==> config.mk <==
export PLATFORM = sky130hd
export DESIGN_NAME = lvps_ram
export DESIGN_NICKNAME = d
export VERILOG_FILES = /design/src/hw/rtl/lvps_ram.sv
export SDC_FILE = /design/constraint.sdc
export NUM_CORES = 1
export LEC_CHECK = 0
export ABC_CLOCK_PERIOD_IN_PS = 3400
export BUFFER_PORTS_ARGS = -buffer_cell sky130_fd_sc_hd__buf_2
export CAP_MARGIN = 40
export CORE_MARGIN = 2
export CORE_UTILIZATION = 58
export CTS_CLUSTER_DIAMETER = 60
export CTS_CLUSTER_SIZE = 16
export DETAILED_ROUTE_END_ITERATION = 8
export GPL_ROUTABILITY_DRIVEN = 0
export PLACE_DENSITY = 0.84
export REMOVE_ABC_BUFFERS = 1
export SLEW_MARGIN = 15
export SYNTH_ARGS = -nofsm -noshare
export SYNTH_HDL_FRONTEND = slang
export SYNTH_SLANG_ARGS = --single-unit
==> constraint.sdc <==
create_clock -name clk -period 3.4 [get_ports clk]
set_input_delay 0.51 -clock clk [delete_from_list [all_inputs] [get_ports clk]]
set_output_delay 0.51 -clock clk [all_outputs]
set_load 0.01 [all_outputs]
==> src/hw/rtl/lvps_ram.sv <==
// ----------------------------------------------------------------------------
// lvps_ram
// Generic simple dual-port RAM, one write port, one registered read port.
// ----------------------------------------------------------------------------
`default_nettype none

module lvps_ram #(
    parameter int WIDTH = 8,
    parameter int DEPTH = 16
) (
    input  wire logic                     clk,
    input  wire logic                     we,
    input  wire logic [$clog2(DEPTH)-1:0] waddr,
    input  wire logic [WIDTH-1:0]         wdata,
    input  wire logic                     re,
    input  wire logic [$clog2(DEPTH)-1:0] raddr,
    output logic      [WIDTH-1:0]         rdata
);

    logic [WIDTH-1:0] mem [DEPTH];

    always_ff @(posedge clk)
    begin
        if (we)
        begin
            mem[waddr] <= wdata;
        end
        if (re)
        begin
            rdata <= mem[raddr];
        end
    end

endmodule

`default_nettype wire

==> metrics.txt, run 1 <==
CTS resizes=0; CP Launch Type=primary input; CTS Sinks=136; Chip Height=about 99 um; RR Endpoint=rdata[3]; DR iter-0 viols=between 200 and 250; placed cell area=roughly 5500 sq um; IO Count=27; initial core utilization=0.5994; Tmin final=between 2000 and 2500 ps; PortBufs=26; final wirelength=approximately 10000 um; Fill cells=between 500 and 600; Internal Power=between 3 and 4 mW; register area share after synthesis=0.7812; P_sw=between 700 and 800 uW; clock power share=0.470; core box area=8721 sq um; post-synth cell types=18; final worst-path cycle share=0.5986; first-pass GRT wire length=14950 um; Crit Path Class=in -> reg; mapped cell area=between 5000 and 6000 sq um; largest net degree at the start of global routing=33; top cells by area, synth=edfxtp_1 (78%), mux4_2 (7.8%), mux4_1 (7.0%); max_slew headroom=0.4212; grt total ovfl=0; Clk pin slew, worst setup/hold paths=~60 ps; setup_tns=0 ps; DR vias/cell=6.263; post-route ant nets=0; Synth area leader=edfxtp_1; First-pass DRT Iterations=5; LEAKAGE=between 2 and 2.5 nW; via count=approximately 2500; post-DP HPWL=slightly below 6000 um; Synth Register Bits=136; total area of sequential cells=around 4100 sq um; # diodes=0; initial antenna violation count=0; Worst R2R Path Depth=3; Final Max Slew Viols=0; layout cell share with drive strength beyond 1=0.2917; switching share of power=0.1961; Area Growth Syn to Fin=16.47%; postcts setup bufs=0; Reg power frac=0.487; Worst R2R Start=mem[0][3]; DRC errors left=0; # rows=34; worst skew pair latency=520 ps; drt wl/cell=25.60 um; max frequency=between 400 and 500 MHz; Die Width=98.94 um; area fraction of the dominant cell type after synthesis=0.7812; GRT Total Usage=0.2224; CTS Buf Count=17; design area=~6100 sq um; crit-path max FO=24; Max VDD drop=between 300 and 400 uV; Post-Synthesis Cells=about 230; syn avg cell area=22.83 sq um; CTS Buffer Depth=2; Nets=between 200 and 300; Hold Path Sink=rdata[7]; combinational fraction of design power=0.043; hold buffer count at cts=0; skew final=roughly 7.8 ps; vias in the first global route=around 2500; CP Data Arrival Time=2300 ps; Final Setup Violations=0; H-tree levels=4; Critical Path Sink Type=flop; Yosys warnings=0; HP Class=in -> reg; status=complete, no violations; max-cap check violation count=0; Fin. Hold Viols=0; root buf cell=clkbuf_8; Multi-input gate area=1057 sq um; FF-to-FF setup slack=roughly 1900 ps; total power per unit cell area=641.4 nW/um^2; TritonCTS clock tree=built; Die Area=just under 10000 sq um; Worst Tran Pin Value=between 800 and 900 ps; origin of the worst min-delay path=re; Worst Hold Path Cells=1; RSZ-0062 raised after global routing=false; Req. time, crit path=between 3000 and 4000 ps
-- cells in the mapped netlist --
| library cell | number |
|---|---|
| buf_4 | 1 |
| nand2b_1 | 2 |
| and2_1 | 1 |
| clkdlybuf4s25_2 | 3 |
| nor3_1 | 4 |
| edfxtp_1 | 136 |
| mux4_1 | 14 |
| nor2_1 | 13 |
| buf_2 | 3 |
| buf_6 | 3 |
| a22oi_1 | 16 |
| nand3_1 | 1 |
| nor2b_1 | 1 |
| nand3b_1 | 2 |
| or3b_2 | 1 |
| mux4_2 | 18 |
| and2b_1 | 1 |
| nand2_1 | 9 |
-- placed cells by master, fill, tap and decap left out, types with 4 or more instances in the layout --
cell type,Yosys,layout
a22oi_1,16,16
bufinv_16,0,4
nor3_1,4,4
mux4_2,18,18
nand2_1,9,9
nor2_1,13,13
buf_2,3,26
edfxtp_1,136,136
mux4_1,14,14
buf_4,1,11
clkbuf_16,0,16
-- per-stage QoR --
stage	utilization	hold WS, ps	setup WS (ps)	cells	power [mW]
5_1_grt	0.6981	343.5	1277	396	4.006
6_report	0.6981	357.1	1365	396	3.905
3_3_place_gp	0.6251	731.9	857.7	359	2.092
3_5_place_dp	0.6251	746.8	860.1	359	2.100
2_1_floorplan	-	608.9	1397	219	2.011
4_1_cts	0.6938	334.8	1348	391	3.925
-- per-layer routing --
metal | GRT usage | share of wire
met5 | 0 | 0
met4 | 0.07798 | 0.0089
met3 | 0.06241 | 0.061
met2 | 0.3550 | 0.51
met1 | 0.3006 | 0.42
-- kinds of logic after synthesis --
logic type      share of synthesized area
flops                              0.7812
simple gates                      0.03136
mux                                0.1479
compound gates                    0.02298
buf+inv                           0.01651
-- flip-flops by register name, summed over array words and instances (netlist names) --
| signal | flops |
|---|---|
| mem | 128 |
| rdata | 8 |
-- cell type report --
type / instances / share of cell area
multi-input combinational: 83 / 0.1737
clock buffer: 18 / 0.06864
tap: 108 / 0.02219
clock inverter: 14 / 0.02980
timing repair buffer: 37 / 0.03494
sequential: 136 / 0.6708
-- worst max path at each step --
stage,startpoint,to
6_report,raddr[0],rdata[0]
4_1_cts,raddr[0],rdata[3]
5_1_grt,raddr[0],rdata[0]
3_3_place_gp,raddr[0],rdata[6]
3_5_place_dp,raddr[0],rdata[6]
2_1_floorplan,waddr[2],mem[0][0]
-- critical path, cell delays in order --
cell and delay (ps):
buf_2 620, buf_4 310, mux4_1 580, a22oi_1 190, nand2_1 70
-- power groups by stage --
| stage | clock network, mW | registers, mW | logic, mW |
|---|---|---|---|
| 2_1_floorplan | 0 | 1.94 | 0.0753 |
| 3_3_place_gp | 0 | 1.93 | 0.160 |
| 3_5_place_dp | 0 | 1.93 | 0.166 |
| 4_1_cts | 1.86 | 1.90 | 0.168 |
| 5_1_grt | 1.92 | 1.90 | 0.182 |
| 6_report | 1.84 | 1.90 | 0.168 |
Note: power is estimated with default switching activity, not from simulation.
==> inputs of run 2 (changes only) <==
ABC_CLOCK_PERIOD_IN_PS = 1860   (was 3400)
CORE_UTILIZATION = 54   (was 58)
PLACE_DENSITY = 0.82   (was 0.84)
clock period = 1.86 ns   (was 3.4 ns; I/O delays follow)
==> run 2 against run 1 <==
  * Register-to-register slack lost 1500 ps
  * Die area grew 7.1%
  * Clock power grew 61%
  * Final area grew 0.99%
  * Hold slack lost 220 ps
  * Largest power group unchanged
  * Via count grew 1.0%
  * Sequential power grew 83%
  * Combinational power grew 89%
  * Routed wire length shrank 5.4%
  * Non-clock buffer count grew 9
==> metrics.txt, run 2 (synthesized netlist as in run 1, its figures left out) <==
status=complete, no violations (unchanged); Internal Power=5.345 mW (was 3.139 mW); Tmin final=1522 ps; core box area=9328 sq um (was 8721 sq um); Slowest-stage cell, CP=mux4_1 (was buf_2); CP Data Arrival Time=1790 ps (was 2300 ps); CTS Buffer Depth=2 (unchanged); max_slew headroom=0.5842 (was 0.4212); worst skew pair latency=520 ps (about the same); max frequency=about 660 MHz; final worst-path cycle share=0.8182; PortBufs=26 (unchanged); Chip Height=102.4 um (was 98.94 um); skew final=9.789 ps (was 7.849 ps); setup_tns=0 ps (unchanged); GR Util met3=0.06498 (was 0.06241); largest net degree at the start of global routing=33 (unchanged); H-tree levels=4 (unchanged); total power per unit cell area=1099 nW/um^2 (was 641.4 nW/um^2); drt wl/cell=22.57 um (was 25.60 um); Crit Path Class=reg -> reg (was in -> reg); # rows=35 (was 34); commonest cells after routing, fill and taps aside=edfxtp_1 (136), buf_2 (26), mux4_2 (18) (unchanged); Worst Tran Pin Value=621.4 ps (was 865.0 ps); clock power share=0.439 (was 0.470); GRT busiest layer=met2 (unchanged); Regs by FF count=mem (128), rdata (8) (unchanged); CTS resizes=0 (unchanged); post-DP HPWL=5989 um (was 5783 um); TritonCTS clock tree=built (unchanged); switching share of power=0.2086 (was 0.1961); initial core utilization=0.5604 (was 0.5994); final wirelength=9591 um (was 10140 um); root buf cell=clkbuf_8 (unchanged); vias in the first global route=2602 (was 2526); Fill cells=584 (was 512); # diodes=0 (unchanged); CTS Buf Count=17 (unchanged); Reg power frac=0.514 (was 0.487); first-pass GRT wire length=14860 um (was 14950 um); Max VDD drop=762.8 uV (was 349.6 uV); Biggest register=mem (unchanged); Req. time, crit path=2130 ps (was 3660 ps); IO Count=27 (unchanged); hold buffer count at cts=0 (unchanged); Die Area=10480 sq um (was 9788 sq um); max reg flops=128 (unchanged); Critical Path Sink Type=flop (unchanged); Final Setup Violations=0 (unchanged); layout cell share with drive strength beyond 1=0.3176 (was 0.2917); DR vias/cell=5.896 (was 6.263); most common cell after layout, fill and taps aside=edfxtp_1 (unchanged); total power=6.755 mW (was 3.905 mW); First-pass DRT Iterations=4 (was 5); post-route ant nets=0 (unchanged); GRT Total Usage=0.2088 (was 0.2224); crit-path max FO=1 (was 24); P_sw=1.409 mW (was 765.8 uW); max-cap check violation count=0 (unchanged); postcts setup bufs=0 (unchanged); HP Class=in -> reg (unchanged); CP Launch Type=flop (was primary input); grt total ovfl=0 (unchanged); CTS Sinks=136 (unchanged); initial antenna violation count=0 (unchanged); Die Width=102.4 um (was 98.94 um); Fin. Hold Viols=0 (unchanged); DRC errors left=0 (unchanged); via count=2506 (was 2480); crit path cell chain=mux4_1 > a22oi_1 > nand2_1 (was buf_2 > buf_4 > mux4_1 > a22oi_1 > nand2_1); met1 usage=0.2829 (was 0.3006); DR iter-0 viols=227 (unchanged); CP peak stage delay=520 ps (was 620 ps); Clk pin slew, worst setup/hold paths=60 ps (about the same); combinational fraction of design power=0.047 (was 0.043); met2 Track Usage GR=0.3269 (was 0.3550); Final Max Slew Viols=0 (unchanged); LEAKAGE=2.067 nW (was 2.051 nW); Area Growth Syn to Fin=17.62% (was 16.47%); Nets=303 (was 294); RSZ-0062 raised after global routing=false (unchanged)
run 2: cell count changes in the layout (fill, tap and decap cells not counted), sizes merged:
cell      previous run  this run
bufinv               4         1
clkinvlp             3         7
clkinv               7         4
buf                 37        46
clkbuf              18        19
run 2: worst paths after layout:
check	to	slack, ps	start	cells after the start
setup / recovery	rdata[5]	340	mem[1][5]	3
hold / removal	rdata[5]	130	re	1
setup reg to reg	rdata[5]	340	mem[1][5]	3
hold reg to reg	rdata[7]	760	mem[15][7]	3
run 2: power groups by stage:
stage | clock (mW) | combinational, mW | sequential (mW)
finish | 2.96 | 0.318 | 3.47
global route | 3.13 | 0.349 | 3.48
CTS | 3.01 | 0.324 | 3.47
detailed placement | 0 | 0.322 | 3.54
global placement | 0 | 0.310 | 3.53
floorplan | 0 | 0.138 | 3.54
run 2: final cells by class:
| class | instances | area (sq um) | area share |
|---|---|---|---|
| sequential | 136 | 4084 | 0.6642 |
| timing repair buffer | 46 | 317.8 | 0.05169 |
| tap | 129 | 161.4 | 0.02625 |
| clock buffer | 19 | 421.7 | 0.06858 |
| clock inverter | 12 | 106.4 | 0.01730 |
| multi-input combinational | 83 | 1057 | 0.1720 |
run 2: per-layer routing:
metal	share of wire	vias to the layer above
met5	0	-
li1	-	1086
met1	0.40	1281
met4	0.0093	0
met3	0.085	8
met2	0.51	131
run 2: metrics by stage:
step | instances | hold WS (ps) | utilization | worst slack [ps] | instance area (sq um)
final | 425 | 133.0 | 0.6592 | 338.2 | 6148
after global routing | 425 | 116.7 | 0.6592 | 290.4 | 6148
after CTS | 425 | 108.0 | 0.6592 | 361.9 | 6148
after detailed placement | 394 | 657.6 | 0.6025 | 28.86 | 5620
after global placement | 394 | 652.9 | 0.6025 | 40.32 | 5620
after floorplan | 219 | 377.9 | - | 88.13 | 5141
run 2: critical path: cells and delay by family (launching register included):
kind,cells,cell delay [ps]
muxes,1,520
DFF,1,350
AOI/OAI and AO/OA,1,330
and+or+nand+nor,1,80
==> inputs of run 3 (changes only) <==
ABC_CLOCK_PERIOD_IN_PS = 1550   (was 1860)
CORE_UTILIZATION = 58   (was 54)
PLACE_DENSITY = 0.84   (was 0.82)
clock period = 1.55 ns   (was 1.86 ns; I/O delays follow)
==> run 3 against run 2 <==
  * Cell count is 2.8% lower
  * Die area is 6.6% lower
  * Critical path type unchanged
  * Via count is 1.8% higher
  * Final area is 2.2% higher
  * Clock-buffer cell count is 2 lower
  * Hold slack worse by 44 ps
  * Sequential cell count stayed put
  * Maximum frequency is 2.5% higher
  * Sequential share of layout area is 1.4 points lower
==> metrics.txt, run 3 (synthesized netlist as in run 1, its figures left out) <==
total power=8.670 mW (was 6.755 mW); DRC errors left=0 (unchanged); Buf/Inv on CP=0 (unchanged); Final WS setup=65.64 ps (was 338.2 ps); setup_tns=0 ps (unchanged); Tmin final=1484 ps (was 1522 ps); drt wl/cell=24.83 um (was 22.57 um); Fill cells=488 (was 584); Max VDD drop=961.7 uV (was 762.8 uV); GRT Total Usage=0.2311 (was 0.2088); Req. time, crit path=1800 ps (was 2130 ps); HP Class=in -> reg (unchanged); post-route ant nets=0 (unchanged); first-pass GRT wire length=15830 um (was 14860 um); skew final=10.80 ps (was 9.789 ps); PortBufs=26 (unchanged); crit path cell chain=mux4_1 > a22oi_1 > nand2_1 (unchanged); max-cap check violation count=0 (unchanged); CTS Buf Count=17 (unchanged); DR vias/cell=6.174 (was 5.896); commonest cells after routing, fill and taps aside=edfxtp_1 (136), buf_2 (26), buf_4 (24) (was edfxtp_1 (136), buf_2 (26), mux4_2 (18)); Final Setup Violations=0 (unchanged); Critical Path Sink Type=flop (unchanged); final wirelength=10250 um (was 9591 um); largest net degree at the start of global routing=21 (was 33); post-DP HPWL=6390 um (was 5989 um); initial antenna violation count=0 (unchanged); total power per unit cell area=1380 nW/um^2 (was 1099 nW/um^2); IO Count=27 (unchanged); First-pass DRT Iterations=5 (was 4); Final Max Slew Viols=0 (unchanged); Die Width=98.94 um (was 102.4 um); Die Area=9788 sq um (was 10480 sq um); LEAKAGE=2.164 nW (was 2.067 nW); Nets=311 (was 303); grt total ovfl=0 (unchanged); worst hold margin=88.97 ps (was 133.0 ps); vias in the first global route=2722 (was 2602); Clk pin slew, worst setup/hold paths=60 ps (about the same); CP Launch Type=flop (unchanged); Biggest register=mem (unchanged); Worst Tran Pin Value=418.1 ps (was 621.4 ps); H-tree levels=4 (unchanged); TritonCTS clock tree=built (unchanged); CP peak stage delay=520 ps (about the same); postcts setup bufs=0 (unchanged); Setup WS pre-CTS=-268.1 ps (was 28.86 ps); crit-path max FO=1 (unchanged); # diodes=0 (unchanged); status=complete, no violations (unchanged); DR iter-0 viols=284 (was 227); most common cell after layout, fill and taps aside=edfxtp_1 (unchanged); CTS resizes=0 (unchanged); CP Data Arrival Time=1740 ps (was 1790 ps); Regs by FF count=mem (128), rdata (8) (unchanged); CTS Buffer Depth=2 (unchanged); core box area=8721 sq um (was 9328 sq um); Area Growth Syn to Fin=20.15% (was 17.62%); max reg flops=128 (unchanged); worst skew pair latency=520 ps (about the same); Fin. Hold Viols=0 (unchanged); root buf cell=clkbuf_8 (unchanged); hold buffer count at cts=0 (unchanged); initial core utilization=0.5994 (was 0.5604); RSZ-0062 raised after global routing=false (unchanged); Crit Path Class=reg -> reg (unchanged); # rows=34 (was 35); max_slew headroom=0.7213 (was 0.5842); final worst-path cycle share=0.9577 (was 0.8182); CP delay by family, top=multiplexers (unchanged); CTS Sinks=136 (unchanged); via count=2550 (was 2506); layout cell share with drive strength beyond 1=0.3410 (was 0.3176); max frequency=673.7 MHz (was 657.1 MHz); Chip Height=98.94 um (was 102.4 um); Slowest-stage cell, CP=mux4_1 (unchanged)
==> run 3: worst reg2reg max path: stages, from the launching register on <==
cell      delay (ps)
edfxtp_1         370
mux4_1           520
a22oi_1          230
nand2_1          100
==> run 3: cell type report <==
class,count,area [sq um],share of cell area
Timing Repair Buffer,54,390.4,0.06215
Clock buffer,17,414.1,0.06594
Tap cell,108,135.1,0.02151
Clock inverter,15,200.2,0.03187
Multi-Input combinational cell,83,1057,0.1683
Sequential cell,136,4084,0.6502
==> run 3: stage by stage <==
stage | utilization | cell area [sq um] | std cells
floorplan | - | 5141 | 219
global placement | 0.6498 | 5667 | 381
detailed placement | 0.6498 | 5667 | 381
CTS | 0.7202 | 6281 | 413
global route | 0.7202 | 6281 | 413
finish | 0.7202 | 6281 | 413
==> run 3: path summary, 6_finish.rpt <==
check                  start        to  slack, ps  cells past startpoint
setup / recovery   mem[1][3]  rdata[3]         70                      3
hold / removal            re  rdata[0]         90                      1
setup reg to reg   mem[1][3]  rdata[3]         70                      3
hold reg to reg   mem[12][4]  rdata[4]        770                      3
==> run 3: power breakdown <==
group	internal [mW]	switching (mW)
registers	4.14	0.0251
logic	0.183	0.224
clock network	2.61	1.48
==> run 3: routing by layer <==
| metal | routed length, um | global-route usage | vias up |
|---|---|---|---|
| met5 | 0 | 0 | - |
| met4 | 158 | 0.09800 | 0 |
| met3 | 666 | 0.05390 | 16 |
| met2 | 5245 | 0.3571 | 115 |
| met1 | 4183 | 0.3235 | 1307 |
| li1 | - | - | 1112 |
