[config.mk]
export PLATFORM = sky130hd
export DESIGN_NAME = lvps_stack_ctl
export DESIGN_NICKNAME = d
export VERILOG_FILES = /design/src/hw/rtl/lvps_pkg.sv /design/src/hw/rtl/lvps_stack_ctl.sv
export SDC_FILE = /design/constraint.sdc
export NUM_CORES = 1
export LEC_CHECK = 0
export BUFFER_PORTS_ARGS = -buffer_cell sky130_fd_sc_hd__buf_2
export CAP_MARGIN = 20
export CORE_MARGIN = 3
export CORE_UTILIZATION = 40
export DETAILED_ROUTE_END_ITERATION = 12
export HOLD_SLACK_MARGIN = 0.15
export PLACE_DENSITY = 0.56
export SLEW_MARGIN = 20
export SYNTH_ARGS = -nofsm -noshare
export SYNTH_HDL_FRONTEND = slang
export SYNTH_SLANG_ARGS = --single-unit
[constraint.sdc]
create_clock -name clk -period 9.8 [get_ports clk]
set_input_delay 0 -clock clk [delete_from_list [all_inputs] [get_ports clk]]
set_output_delay 0 -clock clk [all_outputs]
set_load 0.01 [all_outputs]
[src/hw/rtl/lvps_pkg.sv]
// ----------------------------------------------------------------------------
// lvps_pkg
// Types and constants shared by the longest valid parentheses stack unit.
// ----------------------------------------------------------------------------
`default_nettype none

package lvps_pkg;

    localparam int MAX_LEN = 4096;
    localparam int ADDR_W  = $clog2(MAX_LEN);
    localparam int POS_W   = $clog2(MAX_LEN + 1);
    localparam int LEN_W   = 13;
    localparam int CMP_W   = (POS_W > LEN_W) ? POS_W : LEN_W;
    localparam int LEN_LIMIT = (1 << LEN_W) - 1;

    localparam logic [7:0] OPEN_CODE  = 8'd40;
    localparam logic [7:0] CLOSE_CODE = 8'd41;

    typedef struct packed {
        logic [7:0] char_code;
        logic       is_last;
    } in_t;

    typedef struct packed {
        logic [LEN_W-1:0] run_length;
        logic             overflow;
    } out_t;

    typedef struct packed {
        logic [ADDR_W-1:0] pos;
        logic              is_open;
    } entry_t;

    localparam int ENTRY_W = $bits(entry_t);

    typedef struct packed {
        logic              we;
        logic [ADDR_W-1:0] waddr;
        entry_t            wdata;
        logic              re;
        logic [ADDR_W-1:0] raddr;
    } ram_req_t;

    typedef struct packed {
        logic fire;
        out_t data;
    } rslt_t;

endpackage

`default_nettype wire

[src/hw/rtl/lvps_stack_ctl.sv]
// ----------------------------------------------------------------------------
// lvps_stack_ctl
// Barrier stack control: cached top and next entries, RAM refill on pop,
// run length tracking and end of string result.
// ----------------------------------------------------------------------------
`default_nettype none

module lvps_stack_ctl (
    input  wire logic                          clk,
    input  wire logic                          rst_n,
    input  wire logic                          accept,
    input  wire lvps_pkg::in_t                 in_data,
    input  wire logic [lvps_pkg::ENTRY_W-1:0]  ram_rdata,
    output lvps_pkg::ram_req_t                 ram_req,
    output lvps_pkg::rslt_t                    rslt
);

    logic [lvps_pkg::POS_W-1:0]  depth_reg, depth_next;
    logic [lvps_pkg::POS_W-1:0]  position_reg, position_next;
    logic [lvps_pkg::LEN_W-1:0]  best_reg, best_next;
    logic                        ovf_reg, ovf_next;
    logic                        pending_reg, pending_next;
    lvps_pkg::entry_t            top_reg, top_next;
    lvps_pkg::entry_t            below_reg, below_next;

    lvps_pkg::entry_t            below_cur;
    logic                        ovf_hit;
    logic                        is_pop;
    logic                        is_push;
    logic [lvps_pkg::ADDR_W-1:0] cur_pos;
    logic [lvps_pkg::POS_W-1:0]  depth_dec;
    logic [lvps_pkg::POS_W-1:0]  depth_sub3;
    logic [lvps_pkg::POS_W-1:0]  run;
    logic [lvps_pkg::CMP_W-1:0]  run_wide;
    logic [lvps_pkg::LEN_W-1:0]  run_sat;
    logic [lvps_pkg::LEN_W-1:0]  best_cand;

    always_comb
    begin
        below_cur = pending_reg ? lvps_pkg::entry_t'(ram_rdata) : below_reg;
        ovf_hit   = position_reg >= lvps_pkg::POS_W'(lvps_pkg::MAX_LEN);
        cur_pos   = position_reg[lvps_pkg::ADDR_W-1:0];
        depth_dec = depth_reg - lvps_pkg::POS_W'(1);
        depth_sub3 = depth_reg - lvps_pkg::POS_W'(3);

        is_pop  = !ovf_hit && (in_data.char_code == lvps_pkg::CLOSE_CODE)
                  && (depth_reg != '0) && top_reg.is_open;
        is_push = !ovf_hit && !is_pop
                  && (depth_reg < lvps_pkg::POS_W'(lvps_pkg::MAX_LEN));

        // distance to new top, or to the sentinel at -1
        if (depth_dec == '0)
        begin
            run = position_reg + lvps_pkg::POS_W'(1);
        end
        else
        begin
            run = lvps_pkg::POS_W'(cur_pos - below_cur.pos);
        end
        run_wide = lvps_pkg::CMP_W'(run);
        if (run_wide > lvps_pkg::CMP_W'(lvps_pkg::LEN_LIMIT))
        begin
            run_sat = lvps_pkg::LEN_W'(lvps_pkg::LEN_LIMIT);
        end
        else
        begin
            run_sat = run_wide[lvps_pkg::LEN_W-1:0];
        end
        best_cand = (is_pop && (run_sat > best_reg)) ? run_sat : best_reg;

        ram_req.we    = accept && is_push;
        ram_req.waddr = depth_reg[lvps_pkg::ADDR_W-1:0];
        ram_req.wdata = '{pos: cur_pos,
                          is_open: (in_data.char_code == lvps_pkg::OPEN_CODE)};
        ram_req.re    = accept && is_pop;
        ram_req.raddr = depth_sub3[lvps_pkg::ADDR_W-1:0];

        rslt.fire            = accept && in_data.is_last;
        rslt.data.run_length = best_cand;
        rslt.data.overflow   = ovf_reg || ovf_hit;

        depth_next    = depth_reg;
        position_next = position_reg;
        best_next     = best_reg;
        ovf_next      = ovf_reg;
        pending_next  = 1'b0;
        top_next      = top_reg;
        below_next    = below_cur;

        if (accept)
        begin
            if (in_data.is_last)
            begin
                depth_next    = '0;
                position_next = '0;
                best_next     = '0;
                ovf_next      = 1'b0;
            end
            else if (ovf_hit)
            begin
                ovf_next = 1'b1;
            end
            else
            begin
                position_next = position_reg + lvps_pkg::POS_W'(1);
                best_next     = best_cand;
                if (is_pop)
                begin
                    depth_next   = depth_dec;
                    top_next     = below_cur;
                    pending_next = 1'b1;
                end
                else if (is_push)
                begin
                    depth_next = depth_reg + lvps_pkg::POS_W'(1);
                    top_next   = ram_req.wdata;
                    below_next = top_reg;
                end
            end
        end
    end

    always_ff @(posedge clk or negedge rst_n)
    begin
        if (!rst_n)
        begin
            depth_reg    <= '0;
            position_reg <= '0;
            best_reg     <= '0;
            ovf_reg      <= 1'b0;
            pending_reg  <= 1'b0;
        end
        else
        begin
            depth_reg    <= depth_next;
            position_reg <= position_next;
            best_reg     <= best_next;
            ovf_reg      <= ovf_next;
            pending_reg  <= pending_next;
        end
    end

    always_ff @(posedge clk)
    begin
        top_reg   <= top_next;
        below_reg <= below_next;
    end

endmodule

`default_nettype wire

==> results.sh, run 1 <==
export IMPL_nets=725
export IMPL_die_h_microns=121
export IMPL_yosys_top_cells_area="dfrtp_1 (19%), edfxtp_1 (7.3%), ha_1 (7.3%), mux2i_1 (5.8%), o21ai_0 (5.3%)"
export IMPL_reg2regPathDepth=16
export IMPL_grt_max_degree=42
export IMPL_synth_common_cells="nand2_1 (56), o21ai_0 (56), inv_1 (46)"
export IMPL_dr_wl_met3_microns=684
export IMPL_ir_drop_mv=0.0537
export IMPL_cts_sinks=67
export IMPL_dieArea_sq_mm=0.0147
export IMPL_dpl_hpwl_microns=10800
export IMPL_syn_to_final_growth_pct=15.4
export IMPL_drc=0
export IMPL_required_ps=9800
export IMPL_clockRootBuffer="clkbuf_16"
export IMPL_start_kind="flop"
export IMPL_fp_row_count=41
export IMPL_route_met2_wl_microns=7250
export IMPL_grt_usage=0.211
export IMPL_cp_startpoint="pending_reg$_DFF_PN0_"
export IMPL_async_flop_share=0.612
export IMPL_rsz0062_at_grt="false"
export IMPL_fin_ws_ps=4180
export IMPL_power_density_mw_per_mm2=144
export IMPL_seq_area_frac_synth=0.315
export IMPL_fin_cells=845
export IMPL_wl_per_cell_microns=17.7
export IMPL_r2r_start="pending_reg$_DFF_PN0_"
export IMPL_ys_warn_count=0
export IMPL_synth_edf_count=13
export IMPL_endpoint_kind="primary output"
export IMPL_finClkSkew_ps=6.15
export IMPL_setup_viol=0
export IMPL_die_w_microns=121
export IMPL_top_layer="met4"
export IMPL_slew_headroom=0.286
export IMPL_setup_tns_ps=0
export IMPL_synth_net_count=668
export IMPL_ys_flop_type="dfrtp_1"
export IMPL_grt_pass1_vias=4707
export IMPL_crit_fanout=13
export IMPL_via_per_inst=5.56
export IMPL_drt_initial_drc_count=268
export IMPL_yosysTopAreaCellShare=0.193
export IMPL_synthesis_area_sq_mm=0.00532
export IMPL_cts_resized=0
export IMPL_routed_via_count=4696
export IMPL_timing_fmax_ghz=0.178
export IMPL_pin_count=79
export IMPL_synth_distinct_cells=78
export IMPL_ys_ff_latch=67
export IMPL_postRouteAntennaNets=0
export IMPL_rrSetupSlack_ps=4300
export IMPL_leakage_nw=2.70
export IMPL_holdWs_ps=210
export IMPL_post_place_ws_ps=4370
export IMPL_drive_gt1_frac=0.184
export IMPL_worstMarginPinSlew_ps=1070
export IMPL_slew_violations=0
export IMPL_drt_pass1_iter_count=4
export IMPL_diodes=0
export IMPL_min_period_ps=5620
export IMPL_yosysTopAreaCell="dfrtp_1"
export IMPL_cts_tree="built"
export IMPL_initial_core_util=0.415
export IMPL_hold_class="primary input to asynchronous set/reset pin"
export IMPL_p_total_mw=0.883
export IMPL_final_area_sq_mm=0.00614
export IMPL_io_buffers=78
export IMPL_gp_congestion=0.988
export IMPL_synth_avg_cell_area_sq_um=8.70
export IMPL_cts_buffers=9
export IMPL_wl_met1_microns=6810
export IMPL_place_inst=811
export IMPL_hold_viol_final=0
export IMPL_utilization=0.479
export IMPL_grt_antenna_before_repair=0
export IMPL_arrival_ps=5620
export IMPL_finalCritPeriodShare=0.573
export IMPL_core_area_sq_mm=0.0128
export IMPL_insertion_delay_ps=340
export IMPL_totalWireLength_microns=14900
export IMPL_status="complete, no violations"
export IMPL_path_clk_slew_ps=60
export IMPL_r2r_end="best_reg[6]$_DFFE_PN0P_"
export IMPL_cts_buffer_depth=2
export IMPL_overflow=0
export IMPL_maxCapViolations=0
export IMPL_dpl_cell_area_sq_mm=0.00562
export IMPL_cts_max_level=3
export IMPL_syn_inst=611
export IMPL_grt_pass1_wl_microns=24700
export IMPL_path_class="flop to primary output"
## layout make-up
class,count,area [sq um]
fillers,1265,6690
clock buffers,11,233
flip-flops and latches,67,1680
inverters,46,173
well taps,172,215
clock inverters,5,103
repair buffers,101,611
multi-input cells,443,3130
## worst max-delay path by stage
stage	endpoint	slack (ps)	cells past startpoint
5_1_grt	rslt[1]	3720	16
2_1_floorplan	rslt[9]	5380	17
3_3_place_gp	best_reg[4]$_DFFE_PN0P_	4460	16
6_report	rslt[2]	4180	16
4_1_cts	rslt[11]	4210	17
3_5_place_dp	best_reg[3]$_DFFE_PN0P_	4370	16
## power breakdown
| part | internal, mW | switching, mW |
|---|---|---|
| clock network | 0.248 | 0.130 |
| logic | 0.0820 | 0.119 |
| registers | 0.295 | 0.00926 |
| total | 0.625 | 0.258 |
## what timing repair did
action,4_1_cts,5_1_grt
setup buffers,0,0
hold buffers,18,0
hold endpoints to repair,68,0
## worst max-delay path, cell delays in order, from the launching register on
cell and delay [ps]:
dfrtp_1 840, mux2_2 440, ha_1 220, fa_1 430, nor2b_1 180, o2111ai_1 180
a311oi_1 440, o211ai_1 130, a21oi_1 250, nor2_1 90, ha_1 320, nand4_1 120
or4_1 520, o211ai_1 170, a211o_1 410, mux2_2 380, buf_2 140
## cells by family (layout without fill, tap and decap cells)
family          count (synthesis)  count (layout)  share of synthesized area
mux                            38              38                     0.0736
flops                          67              67                      0.315
compound gates                163             163                      0.208
buf+inv                       101             163                     0.0967
xor+xnor                       29              29                     0.0478
simple gates                  181             181                      0.182
fa+ha+maj                      32              32                     0.0767
## cell usage in the layout, fill, tap and decap left out, types with 13 or more instances in the layout
| master | n |
|---|---|
| inv_1 | 46 |
| nor2_1 | 31 |
| ha_1 | 31 |
| mux2i_1 | 31 |
| o21ai_0 | 56 |
| xnor2_1 | 20 |
| edfxtp_1 | 13 |
| dfrtp_1 | 41 |
| a21oi_1 | 18 |
| dfxtp_1 | 13 |
| nand2_1 | 56 |
| nand3_1 | 19 |
| dlygate4sd3_1 | 18 |
| nor3_1 | 15 |
| buf_2 | 77 |
## metal layers
layer  up-vias  global-route usage
met5         -                   0
li1       2296                   -
met4         0              0.0518
met3        15              0.0420
met1      2236               0.282
met2       149               0.351
Note: power is estimated with default switching activity, not from simulation.
==> run 2: changes to the inputs <==
--- a/config.mk
+++ b/config.mk
@@ -5,6 +5,7 @@
 export SDC_FILE = /design/constraint.sdc
 export NUM_CORES = 1
 export LEC_CHECK = 0
+export ABC_AREA = 1
 export BUFFER_PORTS_ARGS = -buffer_cell sky130_fd_sc_hd__buf_2
 export CAP_MARGIN = 20
 export CORE_MARGIN = 3
==> constraint.sdc (replaced) <==
create_clock -name clk -period 5.6 [get_ports clk]
set_input_delay 0 -clock clk [delete_from_list [all_inputs] [get_ports clk]]
set_output_delay 0 -clock clk [all_outputs]
set_load 0.01 [all_outputs]
==> results.sh, run 2 <==
export IMPL_via_per_inst=4.98
export IMPL_overflow=0
export IMPL_holdWs_ps=210
export IMPL_slew_headroom=0.344
export IMPL_rsz0062_at_grt="false"
export IMPL_postRouteAntennaNets=0
export IMPL_arrival_ps=5040
export IMPL_start_kind="flop"
export IMPL_crit_fanout=16
export IMPL_final_area_sq_mm=0.00626
export IMPL_drive_gt1_frac=0.151
export IMPL_place_inst=976
export IMPL_worstMarginPinSlew_ps=981
export IMPL_async_flop_share=0.612
export IMPL_drt_pass1_iter_count=5
export IMPL_dpl_hpwl_microns=10800
export IMPL_status="complete, no violations"
export IMPL_seqCellArea_sq_mm=0.00168
export IMPL_cts_buffer_depth=2
export IMPL_synth_common_cells="nand2_1 (204), inv_1 (88), nor2_1 (59)"
export IMPL_syn_to_final_growth_pct=14.5
export IMPL_synth_distinct_cells=42
export IMPL_drt_initial_drc_count=348
export IMPL_slew_violations=0
export IMPL_multi_input_area_sq_mm=0.00312
export IMPL_pin_count=79
export IMPL_grt_pass1_wl_microns=23300
export IMPL_grt_usage=0.195
export IMPL_syn_inst=769
export IMPL_most_common_layout_cells="nand2_1 (204), inv_1 (88), buf_2 (77), nor2_1 (59), nand3_1 (52)"
export IMPL_cts_tree="built"
export IMPL_final_common_cell="nand2_1"
export IMPL_power_density_mw_per_mm2=249
export IMPL_yosys_top_cells_area="dfrtp_1 (19%), nand2_1 (14%), edfxtp_1 (7.1%), ha_1 (7.1%), inv_1 (6.0%)"
export IMPL_cts_buffers=9
export IMPL_ir_drop_mv=0.147
export IMPL_yosysTopAreaCell="dfrtp_1"
export IMPL_cts_max_level=3
export IMPL_hold_class="primary input to asynchronous set/reset pin"
export IMPL_grt_max_degree=42
export IMPL_gp_congestion=0.941
export IMPL_die_h_microns=123
export IMPL_synth_net_count=826
export IMPL_core_area_sq_mm=0.0133
export IMPL_nFillCells=1330
export IMPL_wl_per_cell_microns=14.1
export IMPL_leakage_nw=3.24
export IMPL_cts_sinks=67
export IMPL_maxCapViolations=0
export IMPL_synthesis_area_sq_mm=0.00547
export IMPL_fp_row_count=42
export IMPL_synth_avg_cell_area_sq_um=7.11
export IMPL_grt_pass1_vias=4703
export IMPL_setup_tns_ps=0
export IMPL_finClkSkew_ps=9.46
export IMPL_diodes=0
export IMPL_path_class="flop to primary output"
export IMPL_reg2regPathDepth=24
export IMPL_hold_viol_final=0
export IMPL_initial_core_util=0.411
export IMPL_yosysMostFrequentCell="nand2_1"
export IMPL_finalCritPeriodShare=0.899
export IMPL_yosysTopAreaCellShare=0.188
export IMPL_drc=0
export IMPL_ys_flop_type="dfrtp_1"
export IMPL_io_buffers=78
export IMPL_fin_cells=1010
export IMPL_totalWireLength_microns=14300
export IMPL_seq_area_frac_synth=0.307
export IMPL_synth_edf_count=13
export IMPL_dpl_cell_area_sq_mm=0.00576
export IMPL_utilization=0.471
export IMPL_nets=886
export IMPL_setup_viol=0
export IMPL_cts_resized=0
export IMPL_routed_via_count=5025
export IMPL_clockRootBuffer="clkbuf_16"
export IMPL_required_ps=5600
export IMPL_grt_antenna_before_repair=0
export IMPL_ys_warn_count=0
export IMPL_path_clk_slew_ps=50
export IMPL_timing_fmax_ghz=0.199
export IMPL_dieArea_sq_mm=0.0151
export IMPL_ys_ff_latch=67
export IMPL_min_period_ps=5040
export IMPL_die_w_microns=123
export IMPL_endpoint_kind="primary output"
export IMPL_insertion_delay_ps=340
[run 2: cell types whose count changed after synthesis, moves of 20 or more]
cell     previous run  this run
mux2i_1            31        10
inv_1              46        88
nor2_1             31        59
nand2_1            56       204
nand3_1            19        52
xor2_1              9        29
[run 2: power breakdown]
| part | switching [mW] | total [mW] | internal, mW |
|---|---|---|---|
| clock | 0.224 | 0.615 | 0.391 |
| sequential | 0.0150 | 0.533 | 0.518 |
| combinational | 0.262 | 0.413 | 0.151 |
| total | 0.501 | 1.56 | 1.06 |
[run 2: critical path: stages (launching register included)]
cell	delay [ps]
dfrtp_1	710
inv_1	140
or2_2	290
o21ai_0	200
inv_1	120
fa_1	440
inv_1	100
nand3_1	80
nand2_1	110
nand4_1	80
nand2_1	100
xor2_1	200
nand2_1	70
nand2_1	100
inv_1	50
ha_1	310
nand2_1	80
o21ai_0	190
a21oi_1	90
nand2_1	70
nand2_1	290
inv_2	380
nand3_1	170
and2_1	170
buf_2	130
[run 2: stage by stage]
| stage | setup slack, ps | power, mW |
|---|---|---|
| floorplan | 2030 | 0.835 |
| global placement | 1120 | 0.939 |
| detailed placement | 910 | 0.944 |
| CTS | 539 | 1.57 |
| global route | 89.3 | 1.65 |
| finish | 564 | 1.56 |
[run 2: final timing paths]
| kind | from | endpoint | slack, ps |
|---|---|---|---|
| max reg2reg | pending_reg$_DFF_PN0_ | best_reg[12]$_DFFE_PN0P_ | 940 |
| min reg2reg | best_reg[9]$_DFFE_PN0P_ | best_reg[9]$_DFFE_PN0P_ | 480 |
| max | pending_reg$_DFF_PN0_ | rslt[13] | 560 |
| min in group clk | ram_rdata[2] | below_reg[2]$_DFF_P_ | 240 |
| max in group asynchronous | rst_n | pending_reg$_DFF_PN0_ | 4980 |
| min | rst_n | depth_reg[3]$_DFFE_PN0P_ | 210 |
[run 2: what timing repair did]
item	in CTS	in global routing
hold buffers	18	0
endpoints found under the setup margin	0	0
endpoints found under the hold margin	65	0
buffers inserted	0	0
[run 2: cell type report]
type,count,area share
Clock inverter,6,0.0144
Tap cell,176,0.0352
Timing Repair Buffer,97,0.0927
Sequential cell,67,0.268
Inverter,92,0.0552
Clock buffer,10,0.0366
Multi-Input combinational cell,562,0.498
[run 2: cell families after synthesis]
group	Yosys count	share of synthesized area
AND/OR/NAND/NOR	388	0.328
buffers and inverters	140	0.123
AO/OA/AOI/OAI	100	0.0984
flip-flops	67	0.307
XOR/XNOR	32	0.0513
adder cells (fa/ha/maj)	32	0.0746
multiplexers	10	0.0183
[run 2: layer usage]
layer	vias to the layer above	wire length, microns	global-route usage
li1	2588	-	-
met3	17	790	0.0302
met1	2270	7440	0.292
met4	0	240	0.0686
met2	150	5820	0.285
met5	-	0	0
==> run 3: changes to the inputs <==
--- a/config.mk
+++ b/config.mk
@@ -5,7 +5,6 @@
 export SDC_FILE = /design/constraint.sdc
 export NUM_CORES = 1
 export LEC_CHECK = 0
-export ABC_AREA = 1
 export BUFFER_PORTS_ARGS = -buffer_cell sky130_fd_sc_hd__buf_2
 export CAP_MARGIN = 20
 export CORE_MARGIN = 3
==> results.sh, run 3 (synthesis gave the netlist of run 1 again) <==
export IMPL_status="complete, no violations"
export IMPL_dr_wl_met3_microns=730
export IMPL_grt_pass1_vias=4547
export IMPL_diodes=0
export IMPL_worstMarginPinSlew_ps=945
export IMPL_drc=0
export IMPL_maxCapViolations=0
export IMPL_holdPathStages=4
export IMPL_overflow=0
export IMPL_ir_drop_mv=0.130
export IMPL_r2r_end="best_reg[12]$_DFFE_PN0P_"
export IMPL_die_w_microns=121
export IMPL_final_common_cell="buf_2"
export IMPL_hold_class="primary input to flop"
export IMPL_cts_max_level=3
export IMPL_cts_resized=0
export IMPL_grt_antenna_before_repair=0
export IMPL_min_delay_start="ram_rdata[2]"
export IMPL_cts_setup_buffers=0
export IMPL_io_buffers=78
export IMPL_required_ps=5600
export IMPL_finClkSkew_ps=9.12
export IMPL_finalCritPeriodShare=0.944
export IMPL_route_met2_wl_microns=7590
export IMPL_drt_pass1_iter_count=4
export IMPL_rrSetupSlack_ps=500
export IMPL_initial_core_util=0.415
export IMPL_cp_startpoint="depth_reg[0]$_DFFE_PN0P_"
export IMPL_slew_headroom=0.368
export IMPL_totalWireLength_microns=15200
export IMPL_timing_fmax_ghz=0.189
export IMPL_dpl_hpwl_microns=11200
export IMPL_syn_to_final_growth_pct=15.5
export IMPL_wl_met1_microns=6630
export IMPL_leakage_nw=2.72
export IMPL_die_h_microns=121
export IMPL_endpoint_kind="primary output"
export IMPL_clockRootBuffer="clkbuf_16"
export IMPL_drt_initial_drc_count=224
export IMPL_wl_per_cell_microns=18.0
export IMPL_power_density_mw_per_mm2=242
export IMPL_start_kind="flop"
export IMPL_most_common_layout_cells="buf_2 (78), nand2_1 (56), o21ai_0 (56), inv_1 (46), dfrtp_1 (41)"
export IMPL_nFillCells=1270
export IMPL_top_layer="met4"
export IMPL_cts_buffers=9
export IMPL_grt_pass1_wl_microns=24300
export IMPL_hold_viol_final=0
export IMPL_grt_max_degree=42
export IMPL_setup_tns_ps=0
export IMPL_pin_count=79
export IMPL_seqCellArea_sq_mm=0.00168
export IMPL_routed_via_count=4695
export IMPL_cts_tree="built"
export IMPL_grt_usage=0.212
export IMPL_crit_fanout=13
export IMPL_arrival_ps=5290
export IMPL_insertion_delay_ps=340
export IMPL_setup_viol=0
export IMPL_drive_gt1_frac=0.192
export IMPL_dieArea_sq_mm=0.0147
export IMPL_postRouteAntennaNets=0
export IMPL_reg2regPathDepth=15
export IMPL_holdPathEnd="below_reg[2]$_DFF_P_"
export IMPL_fp_row_count=41
export IMPL_rsz0062_at_grt="false"
export IMPL_core_area_sq_mm=0.0128
export IMPL_multi_input_area_sq_mm=0.00313
export IMPL_p_total_mw=1.49
export IMPL_via_per_inst=5.53
export IMPL_nets=729
export IMPL_path_clk_slew_ps=60
export IMPL_min_period_ps=5290
export IMPL_gp_congestion=0.904
export IMPL_path_class="flop to primary output"
export IMPL_r2r_start="depth_reg[0]$_DFFE_PN0P_"
export IMPL_cts_buffer_depth=2
export IMPL_slew_violations=0
export IMPL_cts_sinks=67
[run 3: cell types whose count changed in the layout (fill, tap and decap cells not counted), sizes merged, moves of 7 or more]
cell / change
o211ai: +7
o21ai: +10
xnor2: +17
nand2: -163
mux2i: +22
a21oi: -15
inv: -45
xor2: -20
buf: +9
nor2: -34
a21o: +8
nand3: -38
o31ai: +12
a211oi: +7
[run 3: report_power, final]
part           internal (mW)  switching (mW)
Sequential             0.516          0.0160
Clock                  0.372           0.225
Combinational          0.144           0.213
Total                   1.03           0.454
[run 3: layout make-up]
| type | instances | area share |
|---|---|---|
| clock inverter | 5 | 0.00978 |
| sequential | 67 | 0.273 |
| tap | 172 | 0.0350 |
| timing repair buffer | 105 | 0.104 |
| multi-input combinational | 443 | 0.509 |
| clock buffer | 11 | 0.0414 |
| inverter | 46 | 0.0281 |
[run 3: worst max-delay path, cell delays in order (launching register included)]
cell and delay [ps]:
dfrtp_1 500, inv_1 190, ha_1 330, nor3b_1 280
nand4_1 270, or4_1 590, o2111a_1 310, nor4_4 370
nor2_1 90, ha_1 300, nand4_1 90, or4_1 520
o211ai_1 170, a211o_1 410, mux2_2 380, buf_2 140
[run 3: per-layer routing]
metal,vias up,global-route usage
met3,26,0.0434
met4,0,0.0637
met5,-,0
met2,122,0.370
li1,2306,-
met1,2241,0.261
[run 3: how the worst max path moves through the flow]
stage | end | slack (ps)
2_1_floorplan | rslt[9] | 1180
5_1_grt | rslt[2] | 40
3_3_place_gp | best_reg[12]$_DFFE_PN0P_ | 700
6_report | rslt[1] | 310
4_1_cts | rslt[1] | 350
3_5_place_dp | best_reg[12]$_DFFE_PN0P_ | 570
[run 3: metrics by stage]
stage	utilization	instance area, sq um	hold slack (ps)	cells	setup slack [ps]
3_5_place_dp	0.440	5650	134	815	574
4_1_cts	0.478	6130	170	848	346
2_1_floorplan	-	5320	-296	611	1180
5_1_grt	0.479	6140	208	849	37.3
3_3_place_gp	0.440	5650	133	815	702
6_report	0.479	6140	177	849	311
[run 3: timing repair]
action	4_1_cts	5_1_grt
endpoints found under the hold margin	68	0
endpoints found under the setup margin	0	0
hold buffers	17	0
